[config.mk]
export PLATFORM = sky130hd
export DESIGN_NAME = pdip_cfg
export DESIGN_NICKNAME = d
export VERILOG_FILES = /design/src/sv/pdip_pkg.sv /design/src/sv/pdip_cfg.sv
export SDC_FILE = /design/constraint.sdc
export NUM_CORES = 1
export LEC_CHECK = 0
export BUFFER_PORTS_ARGS = -buffer_cell sky130_fd_sc_hd__buf_2
export CAP_MARGIN = 0
export CELL_PAD_IN_SITES_DETAIL_PLACEMENT = 1
export CELL_PAD_IN_SITES_GLOBAL_PLACEMENT = 1
export CORE_MARGIN = 4
export CORE_UTILIZATION = 40
export DETAILED_ROUTE_END_ITERATION = 6
export GPL_TIMING_DRIVEN = 1
export PLACE_DENSITY = 0.95
export SLEW_MARGIN = 20
export SYNTH_ARGS = -nofsm -noshare
export SYNTH_HDL_FRONTEND = slang
export SYNTH_SLANG_ARGS = --single-unit
[constraint.sdc]
create_clock -name i_clk -period 6.9 [get_ports i_clk]
set_clock_uncertainty 0.2 [all_clocks]
set_input_delay 2.07 -clock i_clk [delete_from_list [all_inputs] [get_ports i_clk]]
set_output_delay 2.07 -clock i_clk [all_outputs]
set_load 0.01 [all_outputs]
[src/sv/pdip_pkg.sv]
// Shared types, constants and helpers of the presence detector.
package pdip_pkg;

    localparam int SLOT_W    = 6;
    localparam int DATA_W    = 32;
    localparam int ACC_W     = 36;
    localparam int MUL_A_W   = 19;
    localparam int MUL_B_W   = 34;
    localparam int PROD_W    = MUL_A_W + MUL_B_W;
    localparam int FRAC_W    = 16;
    localparam int PADDR_W   = 5;
    localparam int PDATA_W   = 32;

    localparam logic [DATA_W-1:0] START_DIST = 32'h0064_0000;

    localparam logic [1:0] OP_SAMPLE = 2'd0;
    localparam logic [1:0] OP_REARM  = 2'd1;
    localparam logic [1:0] OP_READ   = 2'd2;

    localparam logic [2:0] REG_INVERSE_GAIN  = 3'd0;
    localparam logic [2:0] REG_FEEDBACK_ONE  = 3'd1;
    localparam logic [2:0] REG_FEEDBACK_TWO  = 3'd2;
    localparam logic [2:0] REG_PEAK_LEAK     = 3'd3;
    localparam logic [2:0] REG_RISE_FRACTION = 3'd4;
    localparam logic [2:0] REG_MARGIN        = 3'd5;

    typedef struct packed {
        logic [1:0]        opcode;
        logic [7:0]        reading;
        logic [SLOT_W-1:0] read_slot;
    } t_in_item;

    typedef struct packed {
        logic signed [DATA_W-1:0] filtered_distance;
        logic signed [DATA_W-1:0] peak_distance;
        logic                     present;
        logic                     recording;
        logic [SLOT_W-1:0]        write_position;
        logic signed [DATA_W-1:0] entry_distance;
        logic signed [DATA_W-1:0] entry_peak;
    } t_out_item;

    typedef struct packed {
        logic [17:0]        inverse_gain;
        logic signed [17:0] feedback_one;
        logic signed [17:0] feedback_two;
        logic [15:0]        peak_leak;
        logic [16:0]        peak_rise_fraction;
        logic [23:0]        presence_margin;
    } t_cfg;

    typedef enum logic [3:0] {
        STEP_NONE   = 4'd0,
        STEP_GAIN   = 4'd1,
        STEP_FB1    = 4'd2,
        STEP_FB2    = 4'd3,
        STEP_SUM    = 4'd4,
        STEP_LEAK   = 4'd5,
        STEP_DIFF   = 4'd6,
        STEP_RISE   = 4'd7,
        STEP_PEAK   = 4'd8,
        STEP_COMMIT = 4'd9,
        STEP_READ   = 4'd10,
        STEP_REARM  = 4'd11
    } t_step;

    typedef struct packed {
        logic  take;
        t_step step;
        logic  load_out;
    } t_cmd;

    function automatic logic signed [DATA_W-1:0] sat32(input logic signed [ACC_W-1:0] x);
        logic fits;
        logic signed [DATA_W-1:0] y;
        fits = (&x[ACC_W-1:DATA_W-1]) || !(|x[ACC_W-1:DATA_W-1]);
        if (fits) begin
            y = x[DATA_W-1:0];
        end else if (x[ACC_W-1]) begin
            y = {1'b1, {(DATA_W-1){1'b0}}};
        end else begin
            y = {1'b0, {(DATA_W-1){1'b1}}};
        end
        return y;
    endfunction

endpackage

[src/sv/pdip_cfg.sv]
// Configuration register file with its APB-style access port.
module pdip_cfg (
    input  logic                         i_clk,
    input  logic                         i_rst_n,
    input  logic                         psel,
    input  logic                         penable,
    input  logic                         pwrite,
    input  logic [pdip_pkg::PADDR_W-1:0] paddr,
    input  logic [pdip_pkg::PDATA_W-1:0] pwdata,
    output logic [pdip_pkg::PDATA_W-1:0] prdata,
    output logic                         pready,
    output pdip_pkg::t_cfg               o_cfg
);
    import pdip_pkg::*;

    t_cfg       r_cfg;
    logic [2:0] w_index;
    logic       w_write;

    assign w_index = paddr[PADDR_W-1:2];
    assign w_write = psel && penable && pwrite;
    assign pready  = 1'b1;
    assign o_cfg   = r_cfg;

    always_ff @(posedge i_clk) begin
        if (!i_rst_n) begin
            r_cfg.inverse_gain       <= 18'd65536;
            r_cfg.feedback_one       <= '0;
            r_cfg.feedback_two       <= '0;
            r_cfg.peak_leak          <= 16'd109;
            r_cfg.peak_rise_fraction <= 17'd6554;
            r_cfg.presence_margin    <= '0;
        end else if (w_write) begin
            case (w_index)
                REG_INVERSE_GAIN:  r_cfg.inverse_gain       <= pwdata[17:0];
                REG_FEEDBACK_ONE:  r_cfg.feedback_one       <= pwdata[17:0];
                REG_FEEDBACK_TWO:  r_cfg.feedback_two       <= pwdata[17:0];
                REG_PEAK_LEAK:     r_cfg.peak_leak          <= pwdata[15:0];
                REG_RISE_FRACTION: r_cfg.peak_rise_fraction <= pwdata[16:0];
                REG_MARGIN:        r_cfg.presence_margin    <= pwdata[23:0];
                default: ;
            endcase
        end
    end

    always_comb begin
        case (w_index)
            REG_INVERSE_GAIN:  prdata = {14'd0, r_cfg.inverse_gain};
            REG_FEEDBACK_ONE:  prdata = {{14{r_cfg.feedback_one[17]}}, r_cfg.feedback_one};
            REG_FEEDBACK_TWO:  prdata = {{14{r_cfg.feedback_two[17]}}, r_cfg.feedback_two};
            REG_PEAK_LEAK:     prdata = {16'd0, r_cfg.peak_leak};
            REG_RISE_FRACTION: prdata = {15'd0, r_cfg.peak_rise_fraction};
            REG_MARGIN:        prdata = {8'd0, r_cfg.presence_margin};
            default:           prdata = '0;
        endcase
    end

endmodule

==> results.txt <==
status: finished clean
Tot Pwr: 1.33 mW
Post-CTS Resized: 0
htree depth: 3
Critical Path Start: paddr[2]
largest net degree at the start of global routing: 100
#FFs+latches synth: 111
reg2reg setup slack: 5.91 ns
first-pass GRT wire length: 27.2 mm
Sink Count: 111
Slew @ Worst Pin: 1.13 ns
Max-slew headroom: 24.5%
Setup Viol. Count Final: 0
Setup Fix Bufs, Post-CTS: 0
die area: 15000 µm²
RSZ-0062 raised after global routing: no
Initial Util: 41.3%
total CTS buffers: 9
worst ir drop on vdd: 0.109 mV
layout cells sized above 1: 32.4%
worst-skew pair later-pin latency: 0.34 ns
Pre-Repair DR Iteration Count: 4
post-synth cell types: 41
critical path arrival: 3.86 ns
Hold EP: o_cfg[14]$_SDFFE_PN0P_
die width: 123 µm
Yosys warnings: 0
Hold Startpoint: o_cfg[14]$_SDFFE_PN0P_
synth-to-layout area growth: 21.9%
Worst setup SP type: input pin
critical path class: input pin to output port
average wire per cell in the routed design: 20.8 µm
Static Leak: 2.84 nW
drc violations: 0
Pwr Density: 208 nW/µm²
CP required: 4.63 ns
num rows: 41
Antenna Violating Nets Remaining: 0
Post-Route WL: 17.9 mm
final net count: 726
Max Cap Violations: 0
CTS Hold Buffers Added: 0
final period utilization: 88.9%
sequential share of the synthesized area: 42.3%
final hold vios: 0
die height: 123 µm
Clock Pin Slew Worst Setup and Hold Paths: 0.07 ns
Core ar.: 12700 µm²
CTS tree: built
1st-iter DRT viols: 237
max reg flops: 111
CTS Buffer Depth: 2
worst hold path type: flop to flop
post-synthesis average cell area: 9.72 µm²
Mapped Cells: 540
setup TNS: 0 ns
hold-critical path depth: 2
crit path time final: 6.13 ns
grt ovf: 0
vias in the first global route: 4986
Worst Reg-to-Reg Cells: 2
GP Congestion: 0.767
most common cell after layout, fill and taps aside: buf_2
port bufs: 174
Root Buffer: clkbuf_16
DR vias: 4624
Syn Nets: 582
synthesized cell area: 5250 µm²
crit path max fanout: 27
fmax: 163 MHz
r2r startpoint: o_cfg[35]$_SDFFE_PN1P_
Crit. End Element: output port
HPWL Detailed: 12.8 mm
commonest non-fill, non-tap cells in the layout: 173 x buf_2, 127 x nand2_1, 121 x mux2i_1
Slew Viols, Final: 0
Total Routing Usage GR: 23.5%
final hold slack: 0.272 ns
detail-routed via count per cell: 5.37
I/O pins: 186
RR Endpoint: o_cfg[35]$_SDFFE_PN1P_
initial antenna violation count: 0
diodes inserted: 0
worst max-delay path: stages:
cell and delay, ns:
buf_2 0.57, buf_4 0.35, mux2_2 0.37, a22oi_1 0.16, o21ai_0 0.15, buf_2 0.17
Yosys cell counts (all sizes together):
master / count / area (µm²)
o211ai: 2 / 15.0
and3: 1 / 6.26
nand4: 1 / 6.26
clkinv: 1 / 3.75
a311o: 2 / 20.0
dfxtp: 111 / 2220
conb: 1 / 3.75
nand4b: 3 / 41.3
a32oi: 8 / 70.1
buf: 33 / 269
o221ai: 3 / 26.3
nand2: 127 / 477
o2bb2ai: 1 / 8.76
a22oi: 7 / 52.6
and2: 2 / 12.5
nor2b: 5 / 31.3
o21bai: 1 / 7.51
or2: 1 / 6.26
nor3b: 1 / 7.51
o21ai: 23 / 115
a21oi: 2 / 13.8
mux2: 18 / 203
clkbuf: 17 / 63.8
o311ai: 11 / 96.3
mux2i: 121 / 1210
a21o: 6 / 45.0
nand3b: 3 / 22.5
nand2b: 3 / 18.8
inv: 12 / 45.0
nor2: 10 / 101
o22a: 3 / 26.3
per-stage QoR:
stage | util (%) | instance area [µm²] | std cells | setup slack [ns]
detailed placement | 47.7 | 6070 | 845 | 0.797
CTS | 50.3 | 6400 | 861 | 0.784
finish | 50.3 | 6400 | 861 | 0.768
floorplan | - | 5250 | 540 | 1.41
global route | 50.3 | 6400 | 861 | 0.703
global placement | 47.7 | 6070 | 845 | 0.872
logic make-up after synthesis:
logic type / Yosys count / share of synthesized area, %
simple gates: 157 / 13.9
mux: 139 / 26.9
buf+inv: 63 / 7.27
other cells: 1 / 0.0714
compound gates: 69 / 9.46
flops: 111 / 42.3
where the power goes:
group	internal [mW]	leakage [nW]	switching, mW
Combinational	0.0348	1.79	0.0705
Clock	0.338	0.160	0.235
Sequential	0.645	0.895	0.00429
Total	1.02	2.84	0.310
worst max-delay path by stage:
stage	endpoint	slack (ns)	cells past startpoint
after floorplan	prdata[17]	1.41	5
after global placement	prdata[4]	0.87	6
after detailed placement	prdata[4]	0.80	6
after CTS	prdata[4]	0.78	6
after global routing	prdata[4]	0.70	6
final	prdata[4]	0.77	6
layer usage:
layer | part of all wire, % | routed length (µm) | track usage, % | vias up
met3 | 5.8 | 1030 | 4.79 | 30
met2 | 50 | 9030 | 41.9 | 162
met4 | 2.5 | 444 | 9.17 | 0
met5 | 0 | 0 | 0 | -
met1 | 41 | 7390 | 27.6 | 2281
li1 | - | - | - | 2151
area by class of cell:
type	instances	area (µm²)
Sequential cell	111	2220
Fill cell	1505	6320
Timing Repair Buffer	183	941
Multi-Input combinational cell	366	2650
Tap cell	172	215
Inverter	13	48.8
Clock buffer	13	260
Clock inverter	3	65.1
(Power assumes the default switching activity.)
