==> src/sv/pdip_pkg.sv <==
// Shared types, constants and helpers of the presence detector.
package pdip_pkg;

    localparam int SLOT_W    = 6;
    localparam int DATA_W    = 32;
    localparam int ACC_W     = 36;
    localparam int MUL_A_W   = 19;
    localparam int MUL_B_W   = 34;
    localparam int PROD_W    = MUL_A_W + MUL_B_W;
    localparam int FRAC_W    = 16;
    localparam int PADDR_W   = 5;
    localparam int PDATA_W   = 32;

    localparam logic [DATA_W-1:0] START_DIST = 32'h0064_0000;

    localparam logic [1:0] OP_SAMPLE = 2'd0;
    localparam logic [1:0] OP_REARM  = 2'd1;
    localparam logic [1:0] OP_READ   = 2'd2;

    localparam logic [2:0] REG_INVERSE_GAIN  = 3'd0;
    localparam logic [2:0] REG_FEEDBACK_ONE  = 3'd1;
    localparam logic [2:0] REG_FEEDBACK_TWO  = 3'd2;
    localparam logic [2:0] REG_PEAK_LEAK     = 3'd3;
    localparam logic [2:0] REG_RISE_FRACTION = 3'd4;
    localparam logic [2:0] REG_MARGIN        = 3'd5;

    typedef struct packed {
        logic [1:0]        opcode;
        logic [7:0]        reading;
        logic [SLOT_W-1:0] read_slot;
    } t_in_item;

    typedef struct packed {
        logic signed [DATA_W-1:0] filtered_distance;
        logic signed [DATA_W-1:0] peak_distance;
        logic                     present;
        logic                     recording;
        logic [SLOT_W-1:0]        write_position;
        logic signed [DATA_W-1:0] entry_distance;
        logic signed [DATA_W-1:0] entry_peak;
    } t_out_item;

    typedef struct packed {
        logic [17:0]        inverse_gain;
        logic signed [17:0] feedback_one;
        logic signed [17:0] feedback_two;
        logic [15:0]        peak_leak;
        logic [16:0]        peak_rise_fraction;
        logic [23:0]        presence_margin;
    } t_cfg;

    typedef enum logic [3:0] {
        STEP_NONE   = 4'd0,
        STEP_GAIN   = 4'd1,
        STEP_FB1    = 4'd2,
        STEP_FB2    = 4'd3,
        STEP_SUM    = 4'd4,
        STEP_LEAK   = 4'd5,
        STEP_DIFF   = 4'd6,
        STEP_RISE   = 4'd7,
        STEP_PEAK   = 4'd8,
        STEP_COMMIT = 4'd9,
        STEP_READ   = 4'd10,
        STEP_REARM  = 4'd11
    } t_step;

    typedef struct packed {
        logic  take;
        t_step step;
        logic  load_out;
    } t_cmd;

    function automatic logic signed [DATA_W-1:0] sat32(input logic signed [ACC_W-1:0] x);
        logic fits;
        logic signed [DATA_W-1:0] y;
        fits = (&x[ACC_W-1:DATA_W-1]) || !(|x[ACC_W-1:DATA_W-1]);
        if (fits) begin
            y = x[DATA_W-1:0];
        end else if (x[ACC_W-1]) begin
            y = {1'b1, {(DATA_W-1){1'b0}}};
        end else begin
            y = {1'b0, {(DATA_W-1){1'b1}}};
        end
        return y;
    endfunction

endpackage

==> src/sv/pdip_ctrl.sv <==
// Sequencer that steps the datapath through one item and owns the handshakes.
module pdip_ctrl (
    input  logic           i_clk,
    input  logic           i_rst_n,
    input  logic           i_in_valid,
    input  logic [1:0]     i_opcode,
    output logic           o_in_ready,
    output logic           o_out_valid,
    input  logic           i_out_ready,
    output pdip_pkg::t_cmd o_cmd
);
    import pdip_pkg::*;

    typedef enum logic [11:0] {
        S_IDLE   = 12'b0000_0000_0001,
        S_GAIN   = 12'b0000_0000_0010,
        S_FB1    = 12'b0000_0000_0100,
        S_FB2    = 12'b0000_0000_1000,
        S_SUM    = 12'b0000_0001_0000,
        S_LEAK   = 12'b0000_0010_0000,
        S_DIFF   = 12'b0000_0100_0000,
        S_RISE   = 12'b0000_1000_0000,
        S_PEAK   = 12'b0001_0000_0000,
        S_COMMIT = 12'b0010_0000_0000,
        S_READ   = 12'b0100_0000_0000,
        S_EMIT   = 12'b1000_0000_0000
    } t_state;

    t_state r_state;
    t_state n_state;
    logic   r_out_valid;
    logic   n_out_valid;

    assign o_in_ready  = (r_state == S_IDLE);
    assign o_out_valid = r_out_valid;

    always_comb begin
        n_state        = r_state;
        o_cmd.take     = 1'b0;
        o_cmd.step     = STEP_NONE;
        o_cmd.load_out = 1'b0;
        case (r_state)
            S_IDLE: begin
                if (i_in_valid) begin
                    o_cmd.take = 1'b1;
                    case (i_opcode)
                        OP_SAMPLE: n_state = S_GAIN;
                        OP_READ:   n_state = S_READ;
                        OP_REARM: begin
                            o_cmd.step = STEP_REARM;
                            n_state    = S_EMIT;
                        end
                        default:   n_state = S_EMIT;
                    endcase
                end
            end
            S_GAIN: begin
                o_cmd.step = STEP_GAIN;
                n_state    = S_FB1;
            end
            S_FB1: begin
                o_cmd.step = STEP_FB1;
                n_state    = S_FB2;
            end
            S_FB2: begin
                o_cmd.step = STEP_FB2;
                n_state    = S_SUM;
            end
            S_SUM: begin
                o_cmd.step = STEP_SUM;
                n_state    = S_LEAK;
            end
            S_LEAK: begin
                o_cmd.step = STEP_LEAK;
                n_state    = S_DIFF;
            end
            S_DIFF: begin
                o_cmd.step = STEP_DIFF;
                n_state    = S_RISE;
            end
            S_RISE: begin
                o_cmd.step = STEP_RISE;
                n_state    = S_PEAK;
            end
            S_PEAK: begin
                o_cmd.step = STEP_PEAK;
                n_state    = S_COMMIT;
            end
            S_COMMIT: begin
                o_cmd.step = STEP_COMMIT;
                n_state    = S_EMIT;
            end
            S_READ: begin
                o_cmd.step = STEP_READ;
                n_state    = S_EMIT;
            end
            S_EMIT: begin
                if (!r_out_valid || i_out_ready) begin
                    o_cmd.load_out = 1'b1;
                    n_state        = S_IDLE;
                end
            end
            default: n_state = S_IDLE;
        endcase
    end

    always_comb begin
        n_out_valid = r_out_valid;
        if (r_out_valid && i_out_ready) begin
            n_out_valid = 1'b0;
        end
        if (o_cmd.load_out) begin
            n_out_valid = 1'b1;
        end
    end

    always_ff @(posedge i_clk) begin
        if (!i_rst_n) begin
            r_state     <= S_IDLE;
            r_out_valid <= 1'b0;
        end else begin
            r_state     <= n_state;
            r_out_valid <= n_out_valid;
        end
    end

endmodule

==> config.mk <==
export PLATFORM = sky130hd
export DESIGN_NAME = pdip_ctrl
export DESIGN_NICKNAME = d
export VERILOG_FILES = /design/src/sv/pdip_pkg.sv /design/src/sv/pdip_ctrl.sv
export SDC_FILE = /design/constraint.sdc
export NUM_CORES = 1
export LEC_CHECK = 0
export BUFFER_PORTS_ARGS = -buffer_cell sky130_fd_sc_hd__clkbuf_2
export CAP_MARGIN = 20
export CORE_MARGIN = 2
export CORE_UTILIZATION = 55
export CTS_CLUSTER_SIZE = 25
export DETAILED_ROUTE_END_ITERATION = 8
export PLACE_DENSITY = 0.84
export SLEW_MARGIN = 10
export SYNTH_ARGS = -nofsm -noshare
export SYNTH_HDL_FRONTEND = slang
export SYNTH_SLANG_ARGS = --single-unit
==> constraint.sdc <==
create_clock -name i_clk -period 2.75 [get_ports i_clk]
set_input_delay 0 -clock i_clk [delete_from_list [all_inputs] [get_ports i_clk]]
set_output_delay 0 -clock i_clk [all_outputs]
set_load 0.02 [all_outputs]
==> results of run 1 <==
[cell usage after synthesis]
library cell	number
dfxtp_1	13
nor3_1	6
buf_2	5
nand2_1	5
nand3_1	5
nor2_1	5
nor3b_1	5
inv_1	4
xnor2_1	4
nor4b_1	3
o21ai_0	3
xor2_1	3
a21o_1	2
a31oi_1	2
buf_4	2
buf_6	2
nor2b_1	2
nor4_1	2
nor4_4	2
o311ai_1	2
or3_1	2
a221oi_1	1
a31oi_2	1
a32oi_1	1
a41oi_1	1
and2_2	1
and3_1	1
and4b_1	1
nand2_4	1
nand4_1	1
nand4b_1	1
nor3b_2	1
nor4_2	1
nor4b_2	1
o31ai_1	1
or4_4	1
or4b_1	1
[worst min-delay path, cell delays in order]
cell and delay, ns:
clkbuf_2 0.10, nand3_1 0.09, nor2_1 0.05
[placed cells by master (no fill, tap or decap), types with 2 or more instances in the layout]
master	synthesis	routed
nor4_4	2	2
nor2b_1	2	2
a21o_1	2	2
clkbuf_2	0	13
nor3_1	6	6
nor4b_1	3	3
clkbuf_4	0	3
nor3b_1	5	5
xor2_1	3	3
o311ai_1	2	2
nand2_1	5	5
dfxtp_1	13	13
nand3_1	5	5
o21ai_0	3	3
xnor2_1	4	4
dlygate4sd3_1	0	2
or3_1	2	2
nor2_1	5	5
inv_1	4	4
nor4_1	2	2
a31oi_1	2	2
[area by class of cell]
class	instances	area, µm²
Sequential cell	13	260
Inverter	4	15.0
Clock buffer	4	26.3
Tap cell	16	20.0
Fill cell	142	549
Multi-Input combinational cell	69	515
Timing Repair Buffer	15	85.1
[kinds of logic (layout without fill, tap and decap cells)]
group,Yosys count,count (layout),synth area share (%)
compound gates,14,14,12.5
xor+xnor,7,7,7.18
buf+inv,13,23,9.09
flops,13,13,30.5
simple gates,48,48,40.8
[registers in the layout, indices dropped and copies added (netlist names)]
| name | flops |
|---|---|
| o_out_valid | 1 |
| r_state | 12 |
[power by group]
part           total [mW]  switching (mW)  internal [mW]
sequential          0.204          0.0110          0.193
clock               0.126          0.0698         0.0564
combinational       0.102          0.0606         0.0413
total               0.432           0.141          0.291
[metrics by stage]
step | power [mW] | instance area [µm²] | utilization, % | setup slack (ns) | hold WS (ns)
after floorplan | 0.287 | 853 | - | 0.922 | 0.0714
after global placement | 0.305 | 876 | 59.5 | 1.05 | 0.208
after detailed placement | 0.308 | 876 | 59.5 | 0.945 | 0.211
after CTS | 0.430 | 922 | 62.7 | 0.463 | 0.0000134
after global routing | 0.450 | 922 | 62.7 | 0.298 | 0.00315
final | 0.432 | 922 | 62.7 | 0.457 | -0.00375
[routing by layer]
metal	up-vias	routed length [µm]	global-route usage, %
met3	4	109	2.92
met5	-	0	0
met2	36	872	33.1
li1	374	-	-
met1	367	860	31.0
met4	0	23	9.70
[path summary, 6_finish.rpt]
path,to,slack [ns],cells after the start
worst max register to register,r_state[1],0.46,5
worst min-delay path,r_state[2],-0.004,3
worst max-delay path,r_state[1],0.46,5
worst min register to register,r_state[9],0.57,2
==> impl_metrics.yaml, run 1 <==
hold_path:
  holdCritStartpoint: "i_rst_n"
  hp-class: "input port to flip-flop"
routing:
  drc: 0
  viasPerCell: 6.45
  drt_first_pass_iters: 4
  drt-initial-drc-count: 23
  antenna_left: 0
  vias: 781
  postRouteWirelength_mm: 1.86
  wl_per_cell_um: 15.4
sta:
  period_share_pct: 83.4
  relSlewSlack_pct: 60.2
  maxSlewViolCount: 0
  tns_ns: 0
  setup_violations: 0
  fin_crit_ns: 2.29
  worst_clock_skew_ns: 0.00727
  clock.fmax_ghz: 0.436
  hold_violations: 1
  rsz0062_at_grt: "false"
  tightest_slew_ns: 0.592
  whs_ns: -0.00375
clock_tree:
  clkSlewWorstSetupHoldPaths_ns: 0.09
  cts_made_buffers: 3
  postCtsSetupBuffers: 0
  cts-resized-gates: 0
  tritoncts: "yes"
  cts-hold-fix-buffers: 2
  clk_latency_ns: 0.29
  h-tree-depth: 1
  cts_root_buf: "clkbuf_4"
  cts_buffer_depth: 2
  clock_sinks: 13
critical_path:
  critPathRequiredTime_ns: 2.98
  cp.arrival_ns: 2.52
  worstReg2RegStart: "r_state[11]"
  critPathLaunch: "r_state[11]"
  critPathLaunchType: "flip-flop"
  path_delay_family: "simple AND/OR/NAND/NOR gates"
  cp_cell_sequence: "nor4_2, and3_1, and2_2, nor4b_2, dlygate4sd3_1"
  crit_fanout: 7
  crit_type: "flip-flop to flip-flop"
  cpPeakStageDelay_ns: 0.59
  cp_slowest_cell: "nor4_2"
  endpoint_kind: "flip-flop"
  critPathBufInv: 1
synth:
  synth_nets: 101
  synth_cell_types: 37
  synth.area.top_cells: "dfxtp_1 30%, nor4_4 5.0%, nor3b_1 4.4%"
  avgSynthCellArea_um2: 8.98
  synth-seq-cells: 13
  synth_top_area_share_pct: 30.5
  yosysSeqAreaShare_pct: 30.5
  syn_inst: 95
  netlist_area_um2: 853
  synth_largest_area_cell: "dfxtp_1"
  yosys_warnings: 0
floorplanning:
  die_w_um: 43.4
  initial_core_util_pct: 58.0
  boundaryPins: 14
  die_y_um: 43.4
  core_area_um2: 1470
  rows: 14
  die_area_um2: 1880
power_and_ir_drop:
  cellPowerDensity_nw_per_um2: 469
  ir_drop_v: 0.000328
  leakage_nw: 0.346
global_route:
  grt_pass1_vias: 683
  grt_start_max_net_pins: 10
  antenna_found_initial: 0
  grt_first_pass_wirelength_mm: 3.06
  grt-ovfl-total: 0
  grtUsageTotal_pct: 21.8
place:
  port_buffers: 13
  gp_congestion: 0.834
  placedCellCount: 115
  hpwl_mm: 1.39
final_layout:
  drive_gt1_share_pct: 23.8
  n_antenna_cell: 0
  nets: 112
  area_growth_pct: 8.06
  final_cells: 121
status:
  status: "complete, but fails checks"
  failed_checks: "hold timing"
run:
  maxCapViolations: 0
(Power assumes the default switching activity.)
==> run 2, diff against run 1 <==
--- a/config.mk
+++ b/config.mk
@@ -8,10 +8,10 @@
 export BUFFER_PORTS_ARGS = -buffer_cell sky130_fd_sc_hd__clkbuf_2
 export CAP_MARGIN = 20
 export CORE_MARGIN = 2
-export CORE_UTILIZATION = 55
+export CORE_UTILIZATION = 48
 export CTS_CLUSTER_SIZE = 25
 export DETAILED_ROUTE_END_ITERATION = 8
-export PLACE_DENSITY = 0.84
+export PLACE_DENSITY = 0.78
 export SLEW_MARGIN = 10
 export SYNTH_ARGS = -nofsm -noshare
 export SYNTH_HDL_FRONTEND = slang
==> constraint.sdc (replaced) <==
create_clock -name i_clk -period 2.1 [get_ports i_clk]
set_input_delay 0 -clock i_clk [delete_from_list [all_inputs] [get_ports i_clk]]
set_output_delay 0 -clock i_clk [all_outputs]
set_load 0.02 [all_outputs]
==> run 2 against run 1 <==
The flow now finishes without violations. Flip-flop and latch count unchanged. Critical path type is now flip-flop to output pin. Design area is 6.9% higher. Critical endpoint is now o_cmd[2]. Setup slack worse by 0.38 ns. Clock power rose by 29%. Sequential share of layout area shrank 1.6 points. Hold slack better by 0.071 ns. Clock skew fell by 0.0046 ns. Total power increased by 34%. Routed wire length up 9.5%. Register-to-register slack barely moved. Final cell count grew 11%.
==> impl_metrics.yaml, run 2 (synthesis gave the netlist of run 1 again) <==
critical_path:
  worstReg2RegStart: "r_state[7]"
  critPathBufInv: 2
  crit_type: "flip-flop to output pin"
  cpPeakStageDelay_ns: 0.38
  cp_cell_sequence: "nor4_4, buf_4, nand2_4, or3_1, o311ai_1, buf_2"
  reg2reg_to: "r_state[1]"
  cp.arrival_ns: 2.03
  path_delay_family: "simple AND/OR/NAND/NOR gates"
  critPathLaunchType: "flip-flop"
  crit_fanout: 9
  endpoint_kind: "output pin"
  reg2reg_depth: 5
  r2r_slack_ns: 0.46
  cp_slowest_cell: "dfxtp_2"
  critPathRequiredTime_ns: 2.10
routing:
  antenna_left: 0
  postRouteWirelength_mm: 2.04
  drt-initial-drc-count: 28
  wl_per_cell_um: 15.2
  drt_first_pass_iters: 5
  vias: 787
  drc: 0
  viasPerCell: 5.87
sta:
  fin_crit_ns: 2.03
  hold_violations: 0
  worst_clock_skew_ns: 0.00264
  maxSlewViolCount: 0
  tightest_slew_ns: 0.573
  clock.fmax_ghz: 0.494
  rsz0062_at_grt: "false"
  period_share_pct: 96.4
  relSlewSlack_pct: 61.3
  tns_ns: 0
  setup_violations: 0
final_layout:
  area_growth_pct: 15.5
  multi_input_area_um2: 532
  mostFrequentLayoutCells: "11 x clkbuf_2, 11 x dfxtp_1, 6 x nor3_1"
  ff_latch_area_um2: 263
  drive_gt1_share_pct: 29.4
  nets: 116
  n_antenna_cell: 0
  top_register: "r_state"
  fillCellCount: 156
  largest_reg_flops: 12
place:
  port_buffers: 13
  gp_congestion: 0.814
  hpwl_mm: 1.34
floorplanning:
  initial_core_util_pct: 50.0
  rows: 15
  die_w_um: 46.2
  die_area_um2: 2130
  die_y_um: 46.2
  core_area_um2: 1710
  boundaryPins: 14
global_route:
  grtUsageTotal_pct: 19.5
  grt_pass1_vias: 649
  grt-ovfl-total: 0
  grt_start_max_net_pins: 10
  antenna_found_initial: 0
  grt_first_pass_wirelength_mm: 2.90
status:
  status: "completed"
clock_tree:
  cts_root_buf: "clkbuf_4"
  clk_latency_ns: 0.29
  clkSlewWorstSetupHoldPaths_ns: 0.08
  h-tree-depth: 1
  tritoncts: "yes"
  cts_buffer_depth: 2
  clock_sinks: 13
  cts_made_buffers: 3
hold_path:
  holdCritStartpoint: "i_out_ready"
  min_to: "o_out_valid"
  hp-class: "input port to flip-flop"
  whs_path_depth: 4
power_and_ir_drop:
  ir_drop_v: 0.000283
  leakage_nw: 0.374
  p_total_mw: 0.581
  cellPowerDensity_nw_per_um2: 589
run:
  maxCapViolations: 0
==> run 2: per-stage QoR <==
step | area, µm² | hold WS, ns | setup slack [ns] | cells | utilization (%)
final | 986 | 0.0677 | 0.0747 | 134 | 57.7
after global routing | 986 | 0.121 | 0.0107 | 134 | 57.7
after CTS | 945 | 0.0713 | 0.00165 | 131 | 55.3
after detailed placement | 887 | 0.209 | 0.322 | 124 | 51.9
after global placement | 887 | 0.210 | 0.404 | 124 | 51.9
after floorplan | 853 | 0.0714 | 0.272 | 95 | -
==> run 2: final cells by class <==
type,instances,share of cell area (%)
multi-input cells,69,53.9
flip-flops and latches,13,26.6
repair buffers,19,11.9
well taps,25,3.17
clock buffers,3,2.28
inverters,4,1.52
clock inverters,1,0.508
==> run 2: how the worst max path moves through the flow <==
stage | end | slack (ns) | depth (start not counted) | start
after floorplan | o_cmd[1] | 0.27 | 5 | r_state[2]
final | o_cmd[2] | 0.07 | 6 | r_state[3]
after detailed placement | o_cmd[2] | 0.32 | 5 | r_state[3]
after global routing | o_cmd[2] | 0.01 | 6 | r_state[3]
after global placement | o_cmd[1] | 0.40 | 5 | r_state[2]
after CTS | o_cmd[2] | 0.002 | 5 | r_state[2]
==> run 2: timing repair <==
item / in CTS / in global routing
buffers inserted: 0 / 3
resized for setup: 0 / 6
hold buffers: 3 / 0
pin swaps: 1 / 2
endpoints found under the setup margin: 1 / 3
hold endpoints to repair: 2 / 0
==> run 2: layer usage <==
layer	share of wire, %	vias to the layer above	GRT usage (%)
li1	-	380	-
met4	0.88	0	6.86
met5	0	-	0
met3	6.1	4	7.06
met1	46	368	25.1
met2	47	35	29.7
==> run 2: power by group <==
group	total, mW	internal [mW]	switching [mW]
clock network	0.162	0.0710	0.0906
logic	0.151	0.0655	0.0851
registers	0.269	0.253	0.0156
==> run 2: worst min-delay path, stage by stage <==
cell and delay, ns:
clkbuf_2 0.08, nor2b_1 0.06, a31oi_1 0.13, nor2_1 0.05
